==> config.mk <==
export PLATFORM = sky130hd
export DESIGN_NAME = gsc_data_block_encoder
export DESIGN_NICKNAME = d
export VERILOG_FILES = /design/src/rtl/gsc_dbe_pkg.sv /design/src/rtl/gsc_data_block_encoder.sv
export SDC_FILE = /design/constraint.sdc
export NUM_CORES = 1
export LEC_CHECK = 0
export BUFFER_PORTS_ARGS = -buffer_cell sky130_fd_sc_hd__buf_2
export CAP_MARGIN = 40
export CORE_MARGIN = 2
export CORE_UTILIZATION = 40
export DETAILED_ROUTE_END_ITERATION = 16
export GPL_ROUTABILITY_DRIVEN = 0
export PLACE_DENSITY = 0.62
export SLEW_MARGIN = 30
export SYNTH_ARGS = -nofsm -noshare
export SYNTH_HDL_FRONTEND = slang
export SYNTH_SLANG_ARGS = --single-unit
==> constraint.sdc <==
create_clock -name clk -period 8.25 [get_ports clk]
set_clock_uncertainty 0.1 [all_clocks]
set_input_delay 0.825 -clock clk [delete_from_list [all_inputs] [get_ports clk]]
set_output_delay 0.825 -clock clk [all_outputs]
set_load 0.02 [all_outputs]
==> src/rtl/gsc_dbe_pkg.sv <==
package gsc_dbe_pkg;

  typedef logic [5:0] sym_t;
  typedef sym_t [11:0] sym_vec_t;
  typedef logic [14:0] cw_t;
  typedef cw_t [7:0] cw_set_t;

  localparam logic [8:0] BCH_GEN   = 9'h117;
  localparam sym_t       ALPHA_PAD = 6'h3e;
  localparam logic [3:0] NUM_PAD   = 4'ha;
  localparam logic [3:0] EXT_DIGIT = 4'hf;
  localparam sym_t       NEWLINE_CODE = 6'h3c;
  localparam sym_t       LBRACE_CODE  = 6'h3b;
  localparam sym_t       RBRACE_CODE  = 6'h3d;
  localparam logic [3:0] ALPHA_LAST_POS = 4'd7;
  localparam logic [3:0] NUM_LAST_POS   = 4'd11;

  localparam int unsigned CFG_IDX_W = 1;
  localparam logic [CFG_IDX_W-1:0] CFG_ALPHA_LIMIT   = 1'b0;
  localparam logic [CFG_IDX_W-1:0] CFG_NUMERIC_LIMIT = 1'b1;

  localparam logic [7:0] ALPHA_LIMIT_RST   = 8'd10;
  localparam logic [7:0] NUMERIC_LIMIT_RST = 8'd2;

  // Systematic BCH(15,7) codeword: data in the low seven bits, parity above.
  function automatic cw_t bch_word(logic [6:0] d);
    logic [14:0] r;
    begin
      r = {d, 8'h00};
      for (int b = 14; b >= 8; b--) begin
        if (r[b]) begin
          r = r ^ (15'({6'h00, BCH_GEN}) << (b - 8));
        end
      end
      return {r[7:0], d};
    end
  endfunction

  function automatic sym_t alpha_code(logic [7:0] c);
    logic [7:0] u;
    sym_t       code;
    begin
      u = c;
      if (c >= 8'h61 && c <= 8'h7a) begin
        u = c - 8'h20;
      end
      case (u) inside
        8'h0a, 8'h0d: code = NEWLINE_CODE;
        8'h7b:        code = LBRACE_CODE;
        8'h7d:        code = RBRACE_CODE;
        8'h5c:        code = '0;
        [8'h20:8'h5b], 8'h5d: code = 6'(u - 8'h20);
        default:      code = '0;
      endcase
      return code;
    end
  endfunction

  // Bit 4 set marks an extended letter: 0xf digit first, then the low digit.
  function automatic logic [4:0] numeric_code(logic [7:0] c);
    logic [7:0] u;
    logic [4:0] d;
    begin
      u = c;
      if (c >= 8'h61 && c <= 8'h7a) begin
        u = c - 8'h20;
      end
      case (u) inside
        [8'h30:8'h39]: d = 5'(u - 8'h30);
        8'h55:         d = 5'h0b;
        8'h20:         d = 5'h0c;
        8'h2d:         d = 5'h0d;
        8'h3d, 8'h2a:  d = 5'h0e;
        8'h41:         d = 5'h10;
        8'h42:         d = 5'h11;
        8'h43:         d = 5'h12;
        8'h44:         d = 5'h13;
        8'h45:         d = 5'h14;
        8'h46:         d = 5'h16;
        8'h47:         d = 5'h17;
        8'h48:         d = 5'h18;
        8'h4a:         d = 5'h19;
        8'h4c:         d = 5'h1b;
        8'h4e:         d = 5'h1c;
        8'h50:         d = 5'h1d;
        8'h52:         d = 5'h1e;
        default:       d = 5'h0c;
      endcase
      return d;
    end
  endfunction

  // Packs one block of symbols into seven data words plus the checksum word.
  function automatic cw_set_t encode_block(sym_vec_t m, logic numeric, logic cont);
    logic [6:0] d [8];
    logic [3:0] n [12];
    logic [6:0] sum7;
    cw_set_t    w;
    begin
      for (int i = 0; i < 12; i++) begin
        n[i] = m[i][3:0];
      end
      if (!numeric) begin
        d[0] = {m[1][0],   m[0]};
        d[1] = {m[2][1:0], m[1][5:1]};
        d[2] = {m[3][2:0], m[2][5:2]};
        d[3] = {m[4][3:0], m[3][5:3]};
        d[4] = {m[5][4:0], m[4][5:4]};
        d[5] = {m[6],      m[5][5]};
        d[6] = {cont,      m[7]};
      end else begin
        d[0] = {n[1][2:0],  n[0]};
        d[1] = {n[3][1:0],  n[2], n[1][3]};
        d[2] = {n[5][0],    n[4], n[3][3:2]};
        d[3] = {n[6],       n[5][3:1]};
        d[4] = {n[8][2:0],  n[7]};
        d[5] = {n[10][1:0], n[9], n[8][3]};
        d[6] = {cont,       n[11], n[10][3:2]};
      end
      // The low seven bits of the codeword sum depend only on the data bits.
      sum7 = d[0] + d[1] + d[2] + d[3] + d[4] + d[5] + d[6];
      d[7] = sum7;
      for (int k = 0; k < 8; k++) begin
        w[k] = bch_word(d[k]);
      end
      return w;
    end
  endfunction

endpackage

==> src/rtl/gsc_data_block_encoder.sv <==
// A block's comma item passes from the input register through the block registers to m_tdata.
// Throughput: characters that close no block are taken every cycle, also while a block leaves,
// unless a closing character waits in the input register; a block is a comma plus 15 columns,
// and the next closing character is processed at the edge that loads the last column.
// A closing extended numeric letter can emit two blocks, 32 items, in one run.
// Reset (rst, synchronous, active high) clears all control state and sets the limits to 10 and 2.
module gsc_data_block_encoder (
  input  logic       clk,
  input  logic       rst,
  // Character input.
  input  logic       s_tvalid,
  output logic       s_tready,
  input  logic [7:0] s_tdata,   // [7:0] char_code
  input  logic       s_tlast,   // final_char
  input  logic       s_tuser,   // numeric_mode
  // Block output.
  output logic       m_tvalid,
  input  logic       m_tready,
  output logic [7:0] m_tdata,   // [7:0] column_bits
  output logic       m_tlast,   // last_of_run
  output logic       m_tuser,   // is_comma
  // Register writes.
  input  logic                           cfg_valid,
  output logic                           cfg_ready,
  input  logic [gsc_dbe_pkg::CFG_IDX_W-1:0] cfg_index,
  input  logic [7:0]                     cfg_data
);
  import gsc_dbe_pkg::*;

  // Block limits for the continue bit.
  logic [7:0] alpha_limit;
  logic [7:0] numeric_limit;

  assign cfg_ready = 1'b1;

  always_ff @(posedge clk) begin
    if (rst) begin
      alpha_limit   <= ALPHA_LIMIT_RST;
      numeric_limit <= NUMERIC_LIMIT_RST;
    end else if (cfg_valid) begin
      case (cfg_index)
        CFG_ALPHA_LIMIT:   alpha_limit   <= cfg_data;
        CFG_NUMERIC_LIMIT: numeric_limit <= cfg_data;
        default: ;
      endcase
    end
  end

  // Input register. A character that closes a block waits here until the
  // emitter is free or is loading the last column of its final block.
  logic       in_valid;
  logic [7:0] in_char;
  logic       in_fin;
  logic       in_mode;
  logic       proc_fire;
  logic       busy;
  logic       emit_done;
  logic       fire_a;

  assign proc_fire = in_valid && (!busy || !fire_a || emit_done);
  assign s_tready  = !in_valid || proc_fire;

  always_ff @(posedge clk) begin
    if (rst) begin
      in_valid <= 1'b0;
    end else if (s_tready) begin
      in_valid <= s_tvalid;
    end
  end

  always_ff @(posedge clk) begin
    if (s_tready && s_tvalid) begin
      in_char <= s_tdata;
      in_fin  <= s_tlast;
      in_mode <= s_tuser;
    end
  end

  // Message state.
  sym_vec_t   store;
  logic [3:0] fill_count;
  logic [7:0] block_index;
  logic       latched_mode;
  logic       in_message;

  // Character processing: place the new symbols, decide which blocks close.
  logic       mode;
  logic [3:0] fill0;
  logic [7:0] bidx0;
  sym_t       acode;
  logic [4:0] ncode;
  logic       ext;
  sym_t       s0;
  sym_t       low;
  sym_t       pad;
  sym_vec_t   vec_a;
  sym_vec_t   vec_b;
  logic       full;
  logic       wrap;
  logic       fire_b;
  logic       cont_a;
  logic [7:0] limit;
  logic [3:0] fill_next;
  logic [7:0] bidx_next;

  always_comb begin
    mode   = in_message ? latched_mode : in_mode;
    fill0  = in_message ? fill_count : 4'd0;
    bidx0  = in_message ? block_index : 8'd0;
    acode  = alpha_code(in_char);
    ncode  = numeric_code(in_char);
    ext    = mode && ncode[4];
    low    = {2'b00, ncode[3:0]};
    s0     = !mode ? acode : (ext ? {2'b00, EXT_DIGIT} : low);
    pad    = mode ? {2'b00, NUM_PAD} : ALPHA_PAD;

    for (int i = 0; i < 12; i++) begin
      if (4'(i) < fill0) begin
        vec_a[i] = store[i];
      end else if (4'(i) == fill0) begin
        vec_a[i] = s0;
      end else if (ext && 4'(i) == fill0 + 4'd1) begin
        vec_a[i] = low;
      end else begin
        vec_a[i] = pad;
      end
      // Second block of a split letter: its low digit, then numeric padding.
      vec_b[i] = (i == 0) ? low : {2'b00, NUM_PAD};
    end

    if (!mode) begin
      full = (fill0 == ALPHA_LAST_POS);
    end else if (ext) begin
      full = (fill0 == NUM_LAST_POS - 4'd1);
    end else begin
      full = (fill0 == NUM_LAST_POS);
    end
    // An extended letter whose 0xf digit fills the block: its low digit opens the next one.
    wrap   = ext && (fill0 == NUM_LAST_POS);
    fire_a = wrap || full || in_fin;
    fire_b = wrap && in_fin;
    limit  = mode ? numeric_limit : alpha_limit;
    cont_a = (wrap || !in_fin) && (bidx0 < limit);

    if (in_fin) begin
      fill_next = 4'd0;
    end else if (wrap) begin
      fill_next = 4'd1;
    end else if (fire_a) begin
      fill_next = 4'd0;
    end else begin
      fill_next = fill0 + (ext ? 4'd2 : 4'd1);
    end

    bidx_next = bidx0;
    if (fire_a && bidx_next != 8'hff) begin
      bidx_next = bidx_next + 8'd1;
    end
    if (fire_b && bidx_next != 8'hff) begin
      bidx_next = bidx_next + 8'd1;
    end
  end

  always_ff @(posedge clk) begin
    if (rst) begin
      fill_count   <= 4'd0;
      block_index  <= 8'd0;
      latched_mode <= 1'b0;
      in_message   <= 1'b0;
    end else if (proc_fire) begin
      fill_count   <= fill_next;
      block_index  <= bidx_next;
      latched_mode <= mode;
      in_message   <= !in_fin;
    end
  end

  // Entries past the fill point carry padding that is overwritten before any read.
  always_ff @(posedge clk) begin
    if (proc_fire) begin
      store <= wrap ? vec_b : vec_a;
    end
  end

  // Block emitter: holds up to two closed blocks and walks comma plus 15 columns each.
  sym_vec_t   blk_vec0;
  sym_vec_t   blk_vec1;
  logic       blk_cont0;
  logic       blk_mode;
  logic       two_blk;
  logic       blk_sel;
  logic [3:0] col;
  logic       load;
  cw_set_t    words;
  logic [3:0] bit_sel;
  logic [7:0] col_bits;
  logic       last_col;

  assign load      = busy && (!m_tvalid || m_tready);
  assign last_col  = (col == 4'd15);
  assign emit_done = load && last_col && (blk_sel || !two_blk);

  always_comb begin
    words   = encode_block(blk_sel ? blk_vec1 : blk_vec0, blk_mode,
                           blk_sel ? 1'b0 : blk_cont0);
    bit_sel = col - 4'd1;
    for (int k = 0; k < 8; k++) begin
      col_bits[k] = words[k][bit_sel];
    end
    if (col == 4'd0) begin
      col_bits = {7'b0000000, ~words[0][0]};
    end
  end

  always_ff @(posedge clk) begin
    if (rst) begin
      busy    <= 1'b0;
      blk_sel <= 1'b0;
      col     <= 4'd0;
    end else if (proc_fire && fire_a) begin
      busy    <= 1'b1;
      blk_sel <= 1'b0;
      col     <= 4'd0;
    end else if (load) begin
      if (last_col) begin
        col <= 4'd0;
        if (!blk_sel && two_blk) begin
          blk_sel <= 1'b1;
        end else begin
          busy <= 1'b0;
        end
      end else begin
        col <= col + 4'd1;
      end
    end
  end

  always_ff @(posedge clk) begin
    if (proc_fire && fire_a) begin
      blk_vec0  <= vec_a;
      blk_vec1  <= vec_b;
      blk_cont0 <= cont_a;
      blk_mode  <= mode;
      two_blk   <= fire_b;
    end
  end

  // Output register.
  always_ff @(posedge clk) begin
    if (rst) begin
      m_tvalid <= 1'b0;
    end else if (load) begin
      m_tvalid <= 1'b1;
    end else if (m_tready) begin
      m_tvalid <= 1'b0;
    end
  end

  always_ff @(posedge clk) begin
    if (load) begin
      m_tdata <= col_bits;
      m_tuser <= (col == 4'd0);
      m_tlast <= last_col && (blk_sel || !two_blk);
    end
  end

`ifndef SYNTHESIS
  a_alpha_fill: assert property (@(posedge clk) disable iff (rst)
    in_message && !latched_mode |-> fill_count < 4'd8)
    else $error("alpha fill count out of range");
  a_idle_fill: assert property (@(posedge clk) disable iff (rst)
    !in_message |-> fill_count == 4'd0)
    else $error("fill count not cleared between messages");
  a_two_numeric: assert property (@(posedge clk) disable iff (rst)
    busy && two_blk |-> blk_mode)
    else $error("two blocks from one alpha character");
  a_last_not_comma: assert property (@(posedge clk) disable iff (rst)
    m_tvalid && m_tlast |-> !m_tuser)
    else $error("run ends on a comma item");
  a_hold_output: assert property (@(posedge clk) disable iff (rst)
    m_tvalid && !m_tready |=> m_tvalid && $stable(m_tdata))
    else $error("output item changed while stalled");
`endif

endmodule

==> impl_metrics.yaml, run 1 <==
outcome:
  run_status: "finished clean"
timing:
  worst_slew_pin_slew_ps: 842
  finalSetupTns_ps: 0
  final_min_period_over_clock_period_pct: 78.8
  slew_viol_final: 0
  setup_viol_count_final: 0
  timing.slew.headroom_pct: 43.9
  timing.final.crit_period_ps: 6500
  grt_setup_unrepaired: "no"
  fmaxAchievable_mhz: 154
  setup_slack_ps: 1750
  finalHoldViolCount: 0
  hold_ws_ps: 355
critical_path:
  cpMostUsedCell: "fa_1"
  crit_start: "blk_mode"
  critical-path-max-stage-delay_ps: 660
  timing.rr.start: "blk_mode"
  crit_end: "m_tdata[7]"
  crit_required_ps: 8410
  timing_worst_setup_path_type: "flop to flop"
  ff2ff_path_depth: 19
  critical_path.cell_chain: "buf_6 > buf_12 > nor2b_1 > a211oi_1 > inv_1 > fa_1 > fa_1 > fa_1 > fa_1 > ha_1 > a21o_1 > a21oi_1 > xnor2_1 > xnor2_1 > xor3_1 > xnor2_1 > a21oi_1 > nor3_1 > o41ai_1"
  slowest_stage: "edfxtp_1"
  timing.critical_path.buf_inv: 3
  startpoint_kind_of_the_worst_setup_timing_path: "flop"
  worst-r2r-setup-slack_ps: 1750
  crit_fanout: 37
  critical_path_arrival_ps: 6660
  cell_family_with_most_cp_delay: "adder cells"
  r2r-end: "m_tdata[7]"
  worst_path_depth: 19
  timing.critical_path.to_type: "flop"
floorplan:
  die_h_um: 188
  core-area_um2: 33400
  floorplan.die.width_um: 188
  placement_rows: 67
  floorplan.initialDensity_pct: 40.4
  total_die_area_um2: 35200
  boundaryPins: 37
detailed_routing:
  dr_total_vias: 10700
  post_drt_wl_per_cell_um: 19.4
  final_ant_viol_nets: 0
  first_iter_violations: 931
  drt_first_pass_iters: 5
  drt_drc_violations_left: 0
  post_drt_via_cell_ratio: 5.72
  totalWireLength_mm: 36.3
pwr:
  internal_power_mw: 1.96
  power_switching_share_pct: 32.7
  power.net_switching_uw: 953
  power.clock.fraction_pct: 29.6
  vdd.ir_drop.worst_v: 0.000312
  post-layout-total-power_mw: 2.91
  power_density_nw_per_um2: 198
  comb_power_share_pct: 32.4
  power_frac_seq_pct: 38.0
  p_leak_nw: 5.17
cells_and_area:
  synthToLayoutAreaGrowth_pct: 9.22
  finish.utilization_pct: 44.1
  num_antenna_cells: 0
  design.final.nets: 1482
  layout.filler_cells: 3272
  share_of_cells_above_drive_strength_1_pct: 11.6
job:
  maxCapViolations: 0
global_route:
  grt_max_degree: 65
  grt.total_usage_pct: 20.7
  grt_overflow: 0
  grt_antenna_before_repair: 0
  grt_first_pass_wirelength_mm: 57.2
  vias_in_the_first_global_route: 10000
logic_synthesis:
  edff_count_synth: 155
  ys_seq_area_share_pct: 40.2
  yosys_warnings: 0
  synth_largest_area_cell: "edfxtp_1"
  synth_ff_type: "edfxtp_1"
  number_of_nets_in_the_synthesized_netlist: 1488
  synth_cells: 1412
  post_synth.cell_area_avg_um2: 9.55
  synth_area_leaders: "edfxtp_1 35%, xnor2_1 5.7%, dfxtp_1 5.6%"
  synth.distinct_cells: 88
  postSynth.asyncResetShare_pct: 0
  netlist_top_cells_count: "155 x edfxtp_1, 130 x nand2_1, 118 x nor2_1, 88 x xnor2_1, 82 x a21oi_1"
  synth_largest_type_area_fraction_pct: 34.5
  ys_ff_latch: 193
  synthMostInstantiatedCell: "edfxtp_1"
  netlist_area_um2: 13500
clock_tree:
  clockBufferDepth: 2
  hold_buffers_post_cts: 0
  numCtsBuffers: 17
  cts.sink_count: 193
  clkSlewWorstSetupHoldPaths_ps: 80
  clock-root-buffer: "clkbuf_16"
  h-tree-depth: 4
  cts_tree: "built"
  postCtsResizedCells: 0
  post_cts_repair_timing_setup_buffer_count: 0
  clock_insertion_delay_worst_skew_ps: 460
placed_design:
  i_o_buffers: 35
  detailedPlace.worstSlack_ps: 1770
  hpwl_mm: 26.0
min_path:
  hold_path_class: "flop to flop"
-- tightest hold or removal path: cells and delay by family, from the launching register on --
kind             cells  cell delay, ps
AO/OA/AOI/OAI        1              50
flip-flops           1             310
AND/OR/NAND/NOR      1              50
-- routing by layer --
| layer | vias up | global-route usage [%] | share of wire, % |
|---|---|---|---|
| li1 | 5088 | - | - |
| met1 | 5140 | 28.4 | 44 |
| met2 | 392 | 33.9 | 48 |
| met3 | 60 | 2.94 | 6.2 |
| met4 | 0 | 6.30 | 2.4 |
| met5 | - | 0 | 0 |
-- per-stage QoR --
step	instances	cell area, um2
2_1_floorplan	1412	13500
3_3_place_gp	1822	14000
3_5_place_dp	1830	14100
4_1_cts	1862	14700
5_1_grt	1867	14700
6_report	1867	14700
-- cells by family (layout without fill, tap and decap cells) --
kind of cell / Yosys count / in the layout / share of synthesized area [%]
simple gates: 450 / 450 / 16.2
compound gates: 361 / 361 / 18.4
flops: 193 / 193 / 40.2
buf+inv: 172 / 179 / 5.19
xor+xnor: 122 / 122 / 8.24
mux: 61 / 61 / 5.40
fa+ha+maj: 52 / 52 / 6.39
other cells: 1 / 1 / 0.0278
-- how the worst min path moves through the flow --
stage,from,endpoint,cells after the start
after floorplan,busy,m_tvalid,2
after global placement,alpha_limit[0],alpha_limit[0],2
after detailed placement,alpha_limit[6],alpha_limit[6],2
after CTS,alpha_limit[6],alpha_limit[6],2
after global routing,numeric_limit[7],numeric_limit[7],2
final,alpha_limit[6],alpha_limit[6],2
-- power groups by stage --
stage | Combinational [mW] | Sequential, mW | Clock (mW)
after floorplan | 0.763 | 1.12 | 0
after global placement | 0.904 | 1.13 | 0
after detailed placement | 0.935 | 1.13 | 0
after CTS | 0.942 | 1.11 | 0.872
after global routing | 1.04 | 1.11 | 0.911
final | 0.943 | 1.11 | 0.860
-- cell usage in the layout, fill, tap and decap left out, types with 9 or more instances in the layout --
master     Yosys  routed
nand2_1      130     130
nand3_1       38      38
a21oi_1       82      81
buf_2         15      37
a31oi_1        9       9
nor3_1        29      29
nor2b_1       18      18
ha_1          24      24
a22oi_1       11      11
clkbuf_16      0      19
o22ai_1       11      11
mux2i_1       48      47
o21ai_0       78      78
a221oi_1      17      17
xnor2_1       88      87
or2_2         17      17
inv_1         79      79
and2_1        42      42
fa_1          28      28
a21o_1        11      11
xor2_1        31      30
o21a_1        10      10
a32oi_1       10      10
a211oi_1      24      24
buf_4          7      18
dfxtp_1       38      36
mux4_2         9       9
nor2_1       118     118
o211ai_1      11      11
edfxtp_1     155     155
nand2b_1      16      16
-- sequential cells by signal (all words and copies together), names as in the netlist, 4 cells and up --
signal         flops
alpha_limit        8
blk_vec0          64
blk_vec1           4
in_char            8
store             64
numeric_limit      8
m_tdata            8
col                4
fill_count         4
block_index        8
-- cell type report --
cell class	instances	area, um2	share of cell area, %
Inverter	82	308	2.09
Clock buffer	21	493	3.35
Sequential cell	193	5420	36.8
Multi-Input combinational cell	1047	7400	50.2
Tap cell	448	561	3.81
Clock inverter	11	109	0.739
Timing Repair Buffer	65	437	2.97
No activity file was read; power rests on OpenSTA's default activity.
==> inputs of run 2 (changes only) <==
==> constraint.sdc (replaced) <==
create_clock -name clk -period 6.01 [get_ports clk]
set_clock_uncertainty 0.1 [all_clocks]
set_input_delay 0.601 -clock clk [delete_from_list [all_inputs] [get_ports clk]]
set_output_delay 0.601 -clock clk [all_outputs]
set_load 0.02 [all_outputs]
==> run 2 against run 1 <==
Sequential power is 37% higher. Largest cell class unchanged. Final area is 1.5% higher. Hold slack worse by 120 ps. Largest power group unchanged. Global-route usage is 0.48 points higher. Die area stayed put. Register-to-register slack worse by 1400 ps.
==> impl_metrics.yaml, run 2 (synthesis results as in run 1) <==
cells_and_area:
  most-common-layout-cells: "155 x edfxtp_1, 130 x nand2_1, 118 x nor2_1, 86 x xnor2_1, 81 x a21oi_1"
  layout.filler_cells: 3206
  layout_commonest_cell: "edfxtp_1"
  final-seq-area_um2: 5420
  synthToLayoutAreaGrowth_pct: 10.9
  share_of_cells_above_drive_strength_1_pct: 13.6
  final_cell_count_no_fill: 1899
  largest_registers: "blk_vec0 x64, store x64"
  multiInputGateArea_um2: 7400
  finish.utilization_pct: 44.8
  final_design_area_no_fill_um2: 14900
  design.final.nets: 1514
  num_antenna_cells: 0
clock_tree:
  numCtsBuffers: 17
  hold_buffers_post_cts: 0
  cts_tree: "built"
  post_cts_repair_timing_setup_buffer_count: 0
  clkSlewWorstSetupHoldPaths_ps: 80
  clockBufferDepth: 2
  clock_insertion_delay_worst_skew_ps: 450
  clock-root-buffer: "clkbuf_16"
  h-tree-depth: 4
  cts.sink_count: 193
global_route:
  grt_max_degree: 73
  vias_in_the_first_global_route: 10400
  grt_overflow: 0
  grt_antenna_before_repair: 0
  grt.total_usage_pct: 21.2
  grt_first_pass_wirelength_mm: 59.0
detailed_routing:
  routed.top_layer: "met4"
  totalWireLength_mm: 37.0
  post_drt_wl_per_cell_um: 19.5
  drt_drc_violations_left: 0
  detailroute.wirelength.met3_mm: 2.49
  dr_total_vias: 10800
  final_ant_viol_nets: 0
  drt_first_pass_iters: 5
  wirelength_met1_mm: 15.9
  first_iter_violations: 1081
  routed-wl-met2_mm: 17.5
  post_drt_via_cell_ratio: 5.71
pwr:
  vdd.ir_drop.worst_v: 0.000513
  power_switching_share_pct: 33.0
  power.clock.fraction_pct: 29.3
  comb_power_share_pct: 33.3
  power_density_nw_per_um2: 272
  power_frac_seq_pct: 37.3
  p_leak_nw: 5.32
  post-layout-total-power_mw: 4.07
  power.net_switching_mw: 1.35
  internal_power_mw: 2.73
placed_design:
  postPlaceCellArea_um2: 14300
  number_of_cells_in_the_design_after_placement: 1864
  i_o_buffers: 35
  detailedPlace.worstSlack_ps: 249
  hpwl_mm: 26.8
critical_path:
  worst-r2r-setup-slack_ps: 300
  startpoint_kind_of_the_worst_setup_timing_path: "flop"
  critical_path_arrival_ps: 5860
  ff2ff_path_depth: 20
  r2r-end: "m_tdata[7]"
  timing.critical_path.to_type: "flop"
  timing_worst_setup_path_type: "flop to flop"
  crit_required_ps: 6160
  crit_fanout: 40
  timing.rr.start: "blk_mode"
timing:
  hold_ws_ps: 233
  timing.final.crit_period_ps: 5710
  final_min_period_over_clock_period_pct: 94.9
  fmaxAchievable_mhz: 175
  setup_slack_ps: 304
  finalSetupTns_ps: 0
  slew_viol_final: 0
  setup_viol_count_final: 0
  finalHoldViolCount: 0
  worst_slew_pin_slew_ps: 883
  timing.slew.headroom_pct: 41.1
floorplan:
  boundaryPins: 37
  die_h_um: 188
  total_die_area_um2: 35200
  floorplan.die.width_um: 188
  core-area_um2: 33400
  floorplan.initialDensity_pct: 40.4
  placement_rows: 67
min_path:
  hold_path_class: "primary input to flop"
  min_from: "s_tdata[4]"
  worstHoldEndpoint: "in_char[4]"
  worstHoldPathCells: 1
job:
  maxCapViolations: 0
outcome:
  run_status: "finished clean"
==> run 2: cell types whose count changed in the layout (fill, tap and decap cells not counted), sizes merged <==
| cell | before | now |
|---|---|---|
| buf | 62 | 96 |
| clkbuf | 24 | 18 |
| bufinv | 0 | 1 |
| clkinv | 6 | 7 |
| clkinvlp | 0 | 1 |
| inv | 87 | 88 |
==> run 2: worst max-delay path by stage <==
| stage | startpoint | cells after the start | end |
|---|---|---|---|
| after global routing | blk_mode | 20 | m_tdata[7] |
| after global placement | blk_mode | 20 | m_tdata[7] |
| after floorplan | blk_mode | 21 | m_tdata[7] |
| final | blk_mode | 20 | m_tdata[7] |
| after CTS | blk_mode | 20 | m_tdata[7] |
| after detailed placement | blk_mode | 20 | m_tdata[7] |
==> run 2: metal layers <==
metal	GRT usage [%]	vias up
met3	2.92	71
li1	-	5135
met2	35.3	431
met5	0	-
met4	6.66	0
met1	28.5	5212
==> run 2: cell type report <==
| type | count | share of cell area, % |
|---|---|---|
| clock inverter | 15 | 1.25 |
| clock buffer | 17 | 2.85 |
| multi-input combinational | 1047 | 49.5 |
| tap | 448 | 3.75 |
| sequential | 193 | 36.3 |
| inverter | 82 | 2.06 |
| timing repair buffer | 97 | 4.35 |
==> run 2: repair_timing <==
item | CTS | global route
endpoints found under the hold margin | 0 | 0
resized for setup | 0 | 2
setup endpoints to repair | 0 | 1
==> run 2: critical path, cell delays in order, from the launching register on <==
cell and delay, ps:
edfxtp_1 380, buf_12 230, buf_4 200, nor2b_1 50, a211oi_1 270, inv_1 100, fa_1 500, inv_1 50
fa_1 470, fa_1 540, inv_1 50, fa_1 450, ha_1 360, a21oi_1 280, xnor2_2 150, xnor2_2 230
xor3_1 410, xnor2_1 150, a21oi_1 160, nor3_1 70, o41ai_1 300
==> run 2: power by group through the flow <==
stage | Sequential [mW] | Combinational [mW] | Clock, mW
floorplan | 1.54 | 1.05 | 0
global placement | 1.55 | 1.29 | 0
detailed placement | 1.55 | 1.31 | 0
CTS | 1.52 | 1.32 | 1.21
global route | 1.52 | 1.51 | 1.26
finish | 1.52 | 1.36 | 1.19
==> inputs of run 3 (changes only) <==
--- a/config.mk
+++ b/config.mk
@@ -5,13 +5,13 @@
 export SDC_FILE = /design/constraint.sdc
 export NUM_CORES = 1
 export LEC_CHECK = 0
-export BUFFER_PORTS_ARGS = -buffer_cell sky130_fd_sc_hd__buf_2
+export BUFFER_PORTS_ARGS = -buffer_cell sky130_fd_sc_hd__buf_4
 export CAP_MARGIN = 40
 export CORE_MARGIN = 2
-export CORE_UTILIZATION = 40
+export CORE_UTILIZATION = 35
 export DETAILED_ROUTE_END_ITERATION = 16
 export GPL_ROUTABILITY_DRIVEN = 0
-export PLACE_DENSITY = 0.62
+export PLACE_DENSITY = 0.57
 export SLEW_MARGIN = 30
 export SYNTH_ARGS = -nofsm -noshare
 export SYNTH_HDL_FRONTEND = slang
==> run 3 against run 2 <==
Hold slack gained 9.5 ps. First-iteration DRC count fell by 14%. Largest power group unchanged. Clock power down 3%. Combinational power hardly changed. Sequential power barely moved. Register-to-register slack better by 60 ps. Maximum frequency grew 0.98%.
==> impl_metrics.yaml, run 3 (synthesis results as in run 1) <==
outcome:
  run_status: "finished clean"
cells_and_area:
  layout.filler_cells: 3743
  largest_registers: "blk_vec0 x64, store x64"
  synthToLayoutAreaGrowth_pct: 11.8
  finish.utilization_pct: 39.9
  most-common-layout-cells: "155 x edfxtp_1, 130 x nand2_1, 118 x nor2_1, 86 x xnor2_1, 85 x buf_4"
  layout_commonest_cell: "edfxtp_1"
  design.final.nets: 1509
  final_design_area_no_fill_um2: 15100
  share_of_cells_above_drive_strength_1_pct: 13.6
  num_antenna_cells: 0
timing:
  finalHoldViolCount: 0
  fmaxAchievable_mhz: 177
  timing.final.crit_period_ps: 5650
  finalSetupTns_ps: 0
  slew_viol_final: 0
  timing.slew.headroom_pct: 41.2
  setup_viol_count_final: 0
  final_min_period_over_clock_period_pct: 94.0
  grt_setup_unrepaired: "no"
  worst_slew_pin_slew_ps: 876
floorplan:
  total_die_area_um2: 40100
  floorplan.initialDensity_pct: 35.7
  die_h_um: 200
  floorplan.die.width_um: 200
  core-area_um2: 37800
  boundaryPins: 37
  placement_rows: 71
placed_design:
  i_o_buffers: 35
  postPlaceCellArea_um2: 14500
  hpwl_mm: 27.6
critical_path:
  ff2ff_path_depth: 19
  timing.critical_path.buf_inv: 3
  startpoint_kind_of_the_worst_setup_timing_path: "flop"
  critical-path-max-stage-delay_ps: 590
  cpMostUsedCell: "fa_1"
  cell_family_with_most_cp_delay: "adder cells"
  critical_path_arrival_ps: 5790
  crit_required_ps: 6150
  timing.rr.start: "blk_mode"
  crit_fanout: 52
  critical_path.cell_chain: "buf_12 > nor2b_1 > a211oi_1 > buf_4 > fa_1 > inv_1 > fa_1 > fa_1 > fa_1 > ha_1 > a21o_1 > a21oi_1 > xnor2_2 > xnor2_2 > xor3_1 > xnor2_1 > a21oi_1 > nor3_1 > o41ai_1"
  slowest_stage: "fa_1"
  timing_worst_setup_path_type: "flop to flop"
  r2r-end: "m_tdata[7]"
  worst-r2r-setup-slack_ps: 360
  timing.critical_path.to_type: "flop"
clock_tree:
  post_cts_repair_timing_setup_buffer_count: 0
  numCtsBuffers: 17
  clkSlewWorstSetupHoldPaths_ps: 80
  clock_insertion_delay_worst_skew_ps: 440
  hold_buffers_post_cts: 0
  h-tree-depth: 4
  clock-root-buffer: "clkbuf_16"
  cts.sink_count: 193
  postCtsResizedCells: 0
  cts_tree: "built"
  clockBufferDepth: 2
detailed_routing:
  drt_first_pass_iters: 5
  post_drt_wl_per_cell_um: 19.3
  first_iter_violations: 930
  dr_total_vias: 10700
  totalWireLength_mm: 37.7
  post_drt_via_cell_ratio: 5.47
  drt_drc_violations_left: 0
  final_ant_viol_nets: 0
min_path:
  worstHoldEndpoint: "in_mode"
  hold_path_class: "primary input to flop"
  min_from: "s_tuser"
  worstHoldPathCells: 1
global_route:
  grt_antenna_before_repair: 0
  grt_first_pass_wirelength_mm: 59.2
  grt_max_degree: 53
  grt.total_usage_pct: 18.7
  vias_in_the_first_global_route: 10300
  grt_overflow: 0
pwr:
  power_density_nw_per_um2: 269
  p_leak_nw: 5.32
  post-layout-total-power_mw: 4.05
  vdd.ir_drop.worst_v: 0.000209
job:
  maxCapViolations: 0
-- run 3: cell types whose count changed in the layout (fill, tap and decap cells not counted), moves of 2 or more --
cell and change:
buf_4 +31, clkinv_2 +2, clkinv_8 -3, buf_2 -37
-- run 3: power by group --
part,total [mW],switching [mW],internal (mW)
registers,1.52,0.0320,1.49
clock network,1.15,0.563,0.590
logic,1.37,0.735,0.638
total,4.05,1.33,2.72
-- run 3: worst max-delay path by stage --
| stage | cells after the start | slack (ps) | startpoint | to |
|---|---|---|---|---|
| 3_5_place_dp | 17 | 200 | blk_mode | m_tdata[7] |
| 2_1_floorplan | 21 | 40 | blk_mode | m_tdata[7] |
| 5_1_grt | 18 | 6 | blk_mode | m_tdata[7] |
| 4_1_cts | 17 | 200 | blk_mode | m_tdata[7] |
| 6_report | 19 | 360 | blk_mode | m_tdata[7] |
| 3_3_place_gp | 17 | 380 | blk_mode | m_tdata[7] |
-- run 3: worst reg2reg max path, delay by kind of cell, from the launching register on --
family                     cells  cell delay (ps)
AOI/OAI and AO/OA              5              940
xor gates and xnor gates       4              930
adders and majority gates      5             2430
buffers and inverters          3              450
DFF                            1              410
and+or+nand+nor                2              200
-- run 3: cell type report --
cell class              count  area (um2)  area share, %
multi-input cells        1047        7410           49.2
clock inverters            14         146          0.972
repair buffers             92         708           4.70
flip-flops and latches    193        5420           36.0
inverters                  82         308           2.04
well taps                 511         639           4.24
clock buffers              18         429           2.85
-- run 3: per-stage QoR --
step,instances,worst slack [ps],hold WS [ps]
2_1_floorplan,1412,37.3,335
3_3_place_gp,1918,380,343
3_5_place_dp,1923,199,347
4_1_cts,1955,198,227
5_1_grt,1957,5.60,219
6_report,1957,360,242
-- run 3: layer usage --
metal / vias to the layer above / GRT usage [%] / part of all wire, %
met4: 0 / 6.05 / 2.4
met3: 52 / 2.80 / 5.3
li1: 5138 / - / -
met2: 315 / 30.7 / 47
met1: 5191 / 25.3 / 45
met5: - / 0 / 0
